### src/rtl/bse_pkg.sv
// Shared types and constants for the binary search engine.
package bse_pkg;

  // Command codes carried by the input transaction.
  localparam logic CMD_WRITE  = 1'b0;
  localparam logic CMD_SEARCH = 1'b1;

  // Field widths that the interface fixes.
  localparam int IDX_W   = 10;
  localparam int DATA_W  = 32;
  localparam int COUNT_W = 11;
  localparam int PROBE_W = 4;

  typedef struct packed {
    logic                     command;
    logic [IDX_W-1:0]         entry_index;
    logic signed [DATA_W-1:0] data_value;
  } in_item_t;

  typedef struct packed {
    logic               found;
    logic [IDX_W-1:0]   found_position;
    logic [PROBE_W-1:0] compare_count;
  } out_item_t;

  typedef enum logic [1:0] {
    ST_IDLE,
    ST_READ,
    ST_CMP,
    ST_FINISH
  } state_t;

  // Commands from the controller to the datapath.
  typedef struct packed {
    logic wr;
    logic load;
    logic rd;
    logic step;
    logic out_load;
  } dp_cmd_t;

  // Status from the datapath to the controller.
  typedef struct packed {
    logic count_zero;
    logic eq;
    logic range_done;
  } dp_status_t;

endpackage

### src/rtl/bse_ctrl.sv
// Controller state machine for the binary search engine.
module bse_ctrl (
  input  logic                clk,
  input  logic                rst_n,
  input  logic                in_valid,
  input  logic                in_command,
  output logic                in_stall,
  output logic                out_valid,
  input  logic                out_stall,
  input  bse_pkg::dp_status_t status,
  output bse_pkg::dp_cmd_t    cmd
);

  bse_pkg::state_t state_r;
  bse_pkg::state_t state_nxt;
  logic            out_valid_r;
  logic            out_valid_nxt;
  logic            take;
  logic            out_free;

  // An input transaction is taken only while idle.
  assign take     = (state_r == bse_pkg::ST_IDLE) && in_valid;
  assign out_free = !out_valid_r || !out_stall;

  // Next-state logic.
  always_comb begin
    state_nxt = state_r;
    case (state_r)
      bse_pkg::ST_IDLE: begin
        if (take && (in_command == bse_pkg::CMD_SEARCH)) begin
          state_nxt = status.count_zero ? bse_pkg::ST_FINISH : bse_pkg::ST_READ;
        end
      end
      bse_pkg::ST_READ: begin
        state_nxt = bse_pkg::ST_CMP;
      end
      bse_pkg::ST_CMP: begin
        if (status.eq || status.range_done) begin
          state_nxt = bse_pkg::ST_FINISH;
        end else begin
          state_nxt = bse_pkg::ST_READ;
        end
      end
      bse_pkg::ST_FINISH: begin
        if (out_free) begin
          state_nxt = bse_pkg::ST_IDLE;
        end
      end
      default: begin
        state_nxt = bse_pkg::ST_IDLE;
      end
    endcase
  end

  // Output decode for the datapath commands and the input stall.
  always_comb begin
    cmd      = '0;
    in_stall = 1'b1;
    case (state_r)
      bse_pkg::ST_IDLE: begin
        in_stall = 1'b0;
        cmd.wr   = take && (in_command == bse_pkg::CMD_WRITE);
        cmd.load = take && (in_command == bse_pkg::CMD_SEARCH);
      end
      bse_pkg::ST_READ: begin
        cmd.rd = 1'b1;
      end
      bse_pkg::ST_CMP: begin
        cmd.step = 1'b1;
      end
      bse_pkg::ST_FINISH: begin
        cmd.out_load = out_free;
      end
      default: begin
        cmd = '0;
      end
    endcase
  end

  // The result register stays valid until the receiver takes it.
  always_comb begin
    out_valid_nxt = out_valid_r;
    if (cmd.out_load) begin
      out_valid_nxt = 1'b1;
    end else if (!out_stall) begin
      out_valid_nxt = 1'b0;
    end
  end

  always_ff @(posedge clk) begin
    if (!rst_n) begin
      state_r     <= bse_pkg::ST_IDLE;
      out_valid_r <= 1'b0;
    end else begin
      state_r     <= state_nxt;
      out_valid_r <= out_valid_nxt;
    end
  end

  assign out_valid = out_valid_r;

endmodule

### config.mk
export PLATFORM = sky130hd
export DESIGN_NAME = bse_ctrl
export DESIGN_NICKNAME = d
export VERILOG_FILES = /design/src/rtl/bse_pkg.sv /design/src/rtl/bse_ctrl.sv
export SDC_FILE = /design/constraint.sdc
export NUM_CORES = 1
export LEC_CHECK = 0
export BUFFER_PORTS_ARGS = -buffer_cell sky130_fd_sc_hd__clkbuf_2
export CAP_MARGIN = 40
export CORE_AREA = 2 2 39 41
export DETAILED_ROUTE_END_ITERATION = 10
export DIE_AREA = 0 0 41 43
export PLACE_DENSITY_LB_ADDON = 0.15
export RECOVER_POWER = 25
export SYNTH_ARGS = -nofsm -noshare
export SYNTH_HDL_FRONTEND = slang
export SYNTH_SLANG_ARGS = --single-unit
### constraint.sdc
create_clock -name clk -period 2.1 [get_ports clk]
set_input_delay 0.42 -clock clk [delete_from_list [all_inputs] [get_ports clk]]
set_output_delay 0.42 -clock clk [all_outputs]
set_load 0.05 [all_outputs]
==> Flow_metrics.wiki <==
{| class="wikitable"
! Metric !! Value
|-
| Status || complete, no violations
|-
| Hold WC Path Type || in2reg
|-
| DR DRC count || 0
|-
| Cell area power density || 808 nW/um2
|-
| Number of global-route vias before repair || 190
|-
| Crit start category || flop
|-
| Hold Path Depth || 2
|-
| Buffers inserted by post-CTS timing repair || 0
|-
| Final-layout fill cell count || 171
|-
| Register area || 60.1 um2
|-
| Maximum fanout along the worst path || 6
|-
| Number of buffers and inverters on the critical path || 1
|-
| Setup slack on the worst flop-to-flop path || 1.10 ns
|-
| Aggregate negative setup slack || 0 ns
|-
| Total I/O pin count || 15
|-
| Critical Path Slowest Stage Cell || dfxtp_1
|-
| Number of antenna-violating nets in the routed design || 0
|-
| Number of detailed-routing iterations run before antenna repair || 2
|-
| Post-Synthesis Cells || 22
|-
| Minimum clock period || 1.76 ns
|-
| # port buffers || 14
|-
| Critical Path, Cell by Cell || or2_1 > nor3b_2 > clkbuf_2
|-
| Avg Vias per Cell || 3.80
|-
| Drt initial violations || 2
|-
| First-pass GRT wire length || 745 um
|-
| Actual slew at the worst max-slew pin || 0.279 ns
|-
| Die area || 1760 um2
|-
| Total overflow reported by the global router || 0
|-
| Setup repair after global routing missed its margin || false
|-
| Mapped Avg Cell Area || 8.30 um2
|-
| Summed area of non-filler cells in the final layout || 297 um2
|-
| Post-synth design cell area || 183 um2
|-
| Sequential area share after synthesis || 32.9%
|-
| Die height || 43 um
|-
| TritonCTS clock tree || built
|-
| Root Driver || clkbuf_4
|-
| Post-cts sizing count || 0
|-
| Final Net Count || 48
|-
| Remaining max-slew budget at the tightest pin || 81.5%
|-
| Placement Cell Area || 270 um2
|-
| Fin crit share || 83.8%
|-
| Worst-case vdd ir drop || 0.192 mV
|-
| Final slew viol count || 0
|-
| Final core utilization || 21.4%
|-
| Register bit total from synthesis || 3
|-
| Number of buffers inserted during clock tree synthesis || 3
|-
| Skew final || 0.00203 ns
|-
| Total inserted antenna cells || 0
|-
| Antenna violations before repair || 0
|-
| Final hold viol count || 0
|-
| Layout Area Growth over Synthesis || 62.3%
|-
| Slowest stage delay, CP || 0.35 ns
|-
| Total wire length after detailed routing || 440 um
|-
| Smallest hold slack || 0.440 ns
|-
| Maximum number of pins on one net before global-route repair || 9
|-
| Required time of the critical path || 1.68 ns
|-
| Gpl congestion || 0.715
|-
| Later-pin clock latency in the skew report || 0.23 ns
|-
| Effective utilization at floorplan || 13.2%
|-
| Sum of net half-perimeters after detailed placement || 387 um
|-
| Cells on worst reg2reg path || 3
|-
| Lkg Pwr || 0.000142 uW
|-
| Nets in the synthesized netlist || 30
|-
| Combined area of the multi-input logic cells || 120 um2
|-
| Sinks on the clock net || 3
|-
| Count of vias placed by the detailed router || 209
|-
| Setup-violating endpoint count in the final report || 0
|-
| Placeable core area || 1380 um2
|-
| GRT Resource Usage Total || 6.91%
|-
| Clock edge transition at the registers on the reported setup and hold paths || 0.04 ns
|-
| Stages on worst setup path || 3
|-
| Number of maximum-capacitance violations || 0
|-
| Cell Rows || 14
|-
| Clock Path Buffers || 2
|-
| Type of the worst setup path || reg2out
|-
| Data arrival time of the worst path || 1.34 ns
|-
| Yosys warns || 0
|-
| Number of distinct standard cells referenced by the synthesized netlist || 15
|-
| Share of layout cells above drive strength 1 || 48.7%
|-
| Largest delay share family, worst path || simple AND/OR/NAND/NOR gates
|-
| Category of the worst setup path capture point || primary output
|-
| Die X || 41 um
|-
| Hold-fix buffers at CTS || 0
|-
| Highest attainable clock frequency || 569 MHz
|-
| Routed wire per std cell || 8.00 um
|-
| H-tree levels || 1
|}
[worst paths after layout]
kind	end	start
min	state_r[1]	rst_n
min reg2reg	out_valid	out_valid
max reg2reg	state_r[1]	state_r[1]
max	cmd[4]	state_r[0]
[registers in the layout (all words and copies together), names as in the netlist]
name,count
out_valid,1
state_r,2
[cell families after synthesis]
group,count (synthesis),synth area share [%]
buf+inv,1,4.11
flops,3,32.9
simple gates,11,37.7
compound gates,7,25.3
[cell usage in the layout, fill, tap and decap left out, types with 2 or more instances in the layout]
cell type / instances
a21boi_0: 2
nand2_1: 3
dfxtp_1: 3
clkbuf_2: 14
a21oi_1: 2
clkbuf_4: 3
[worst register-to-register path, delay by kind of cell, from the launching register on]
family / cells / cell delay [ns]
flip-flops: 1 / 0.35
AND/OR/NAND/NOR: 1 / 0.15
AO/OA/AOI/OAI: 2 / 0.38
[report_power, final]
part	total, uW	internal (uW)	leakage, uW	switching [uW]
Sequential	67.2	61.2	0.0000246	5.97
Combinational	73.4	23.1	0.000102	50.3
Clock	99.0	71.1	0.0000150	27.9
Total	240	155	0.000142	84.2
[per-layer routing]
layer  GRT usage [%]  vias to the layer above  wire, um
li1                -                      110         -
met1            7.03                       92       179
met2            8.13                        7       221
met3            4.71                        0        39
met4            8.00                        0         0
met5               0                        -         0
[cell type report]
type                       count  share of cell area, %
multi-input combinational     18                   40.5
clock buffer                   4                   8.86
sequential                     3                   20.3
timing repair buffer          14                   23.6
tap                           16                   6.75
[synthesized netlist by cell type]
master / number / area share [%]
a21boi_0: 2 / 8.2
a21oi_1: 2 / 5.5
and2_1: 1 / 3.4
and2b_1: 1 / 4.1
buf_4: 1 / 4.1
dfxtp_1: 3 / 33
nand2_1: 3 / 6.2
nand3_1: 1 / 2.7
nor2_1: 1 / 2.1
nor2b_4: 1 / 7.5
nor3b_1: 2 / 8.2
o21a_1: 1 / 4.1
o21ai_0: 1 / 2.7
o31a_1: 1 / 4.8
or2_1: 1 / 3.4
[through the flow]
stage	power [uW]	std cells	worst slack [ns]
floorplan	123	22	0.134
global placement	143	51	0.599
detailed placement	143	51	0.574
CTS	247	55	0.321
global route	261	55	0.260
finish	240	55	0.341
(Power assumes the default switching activity.)
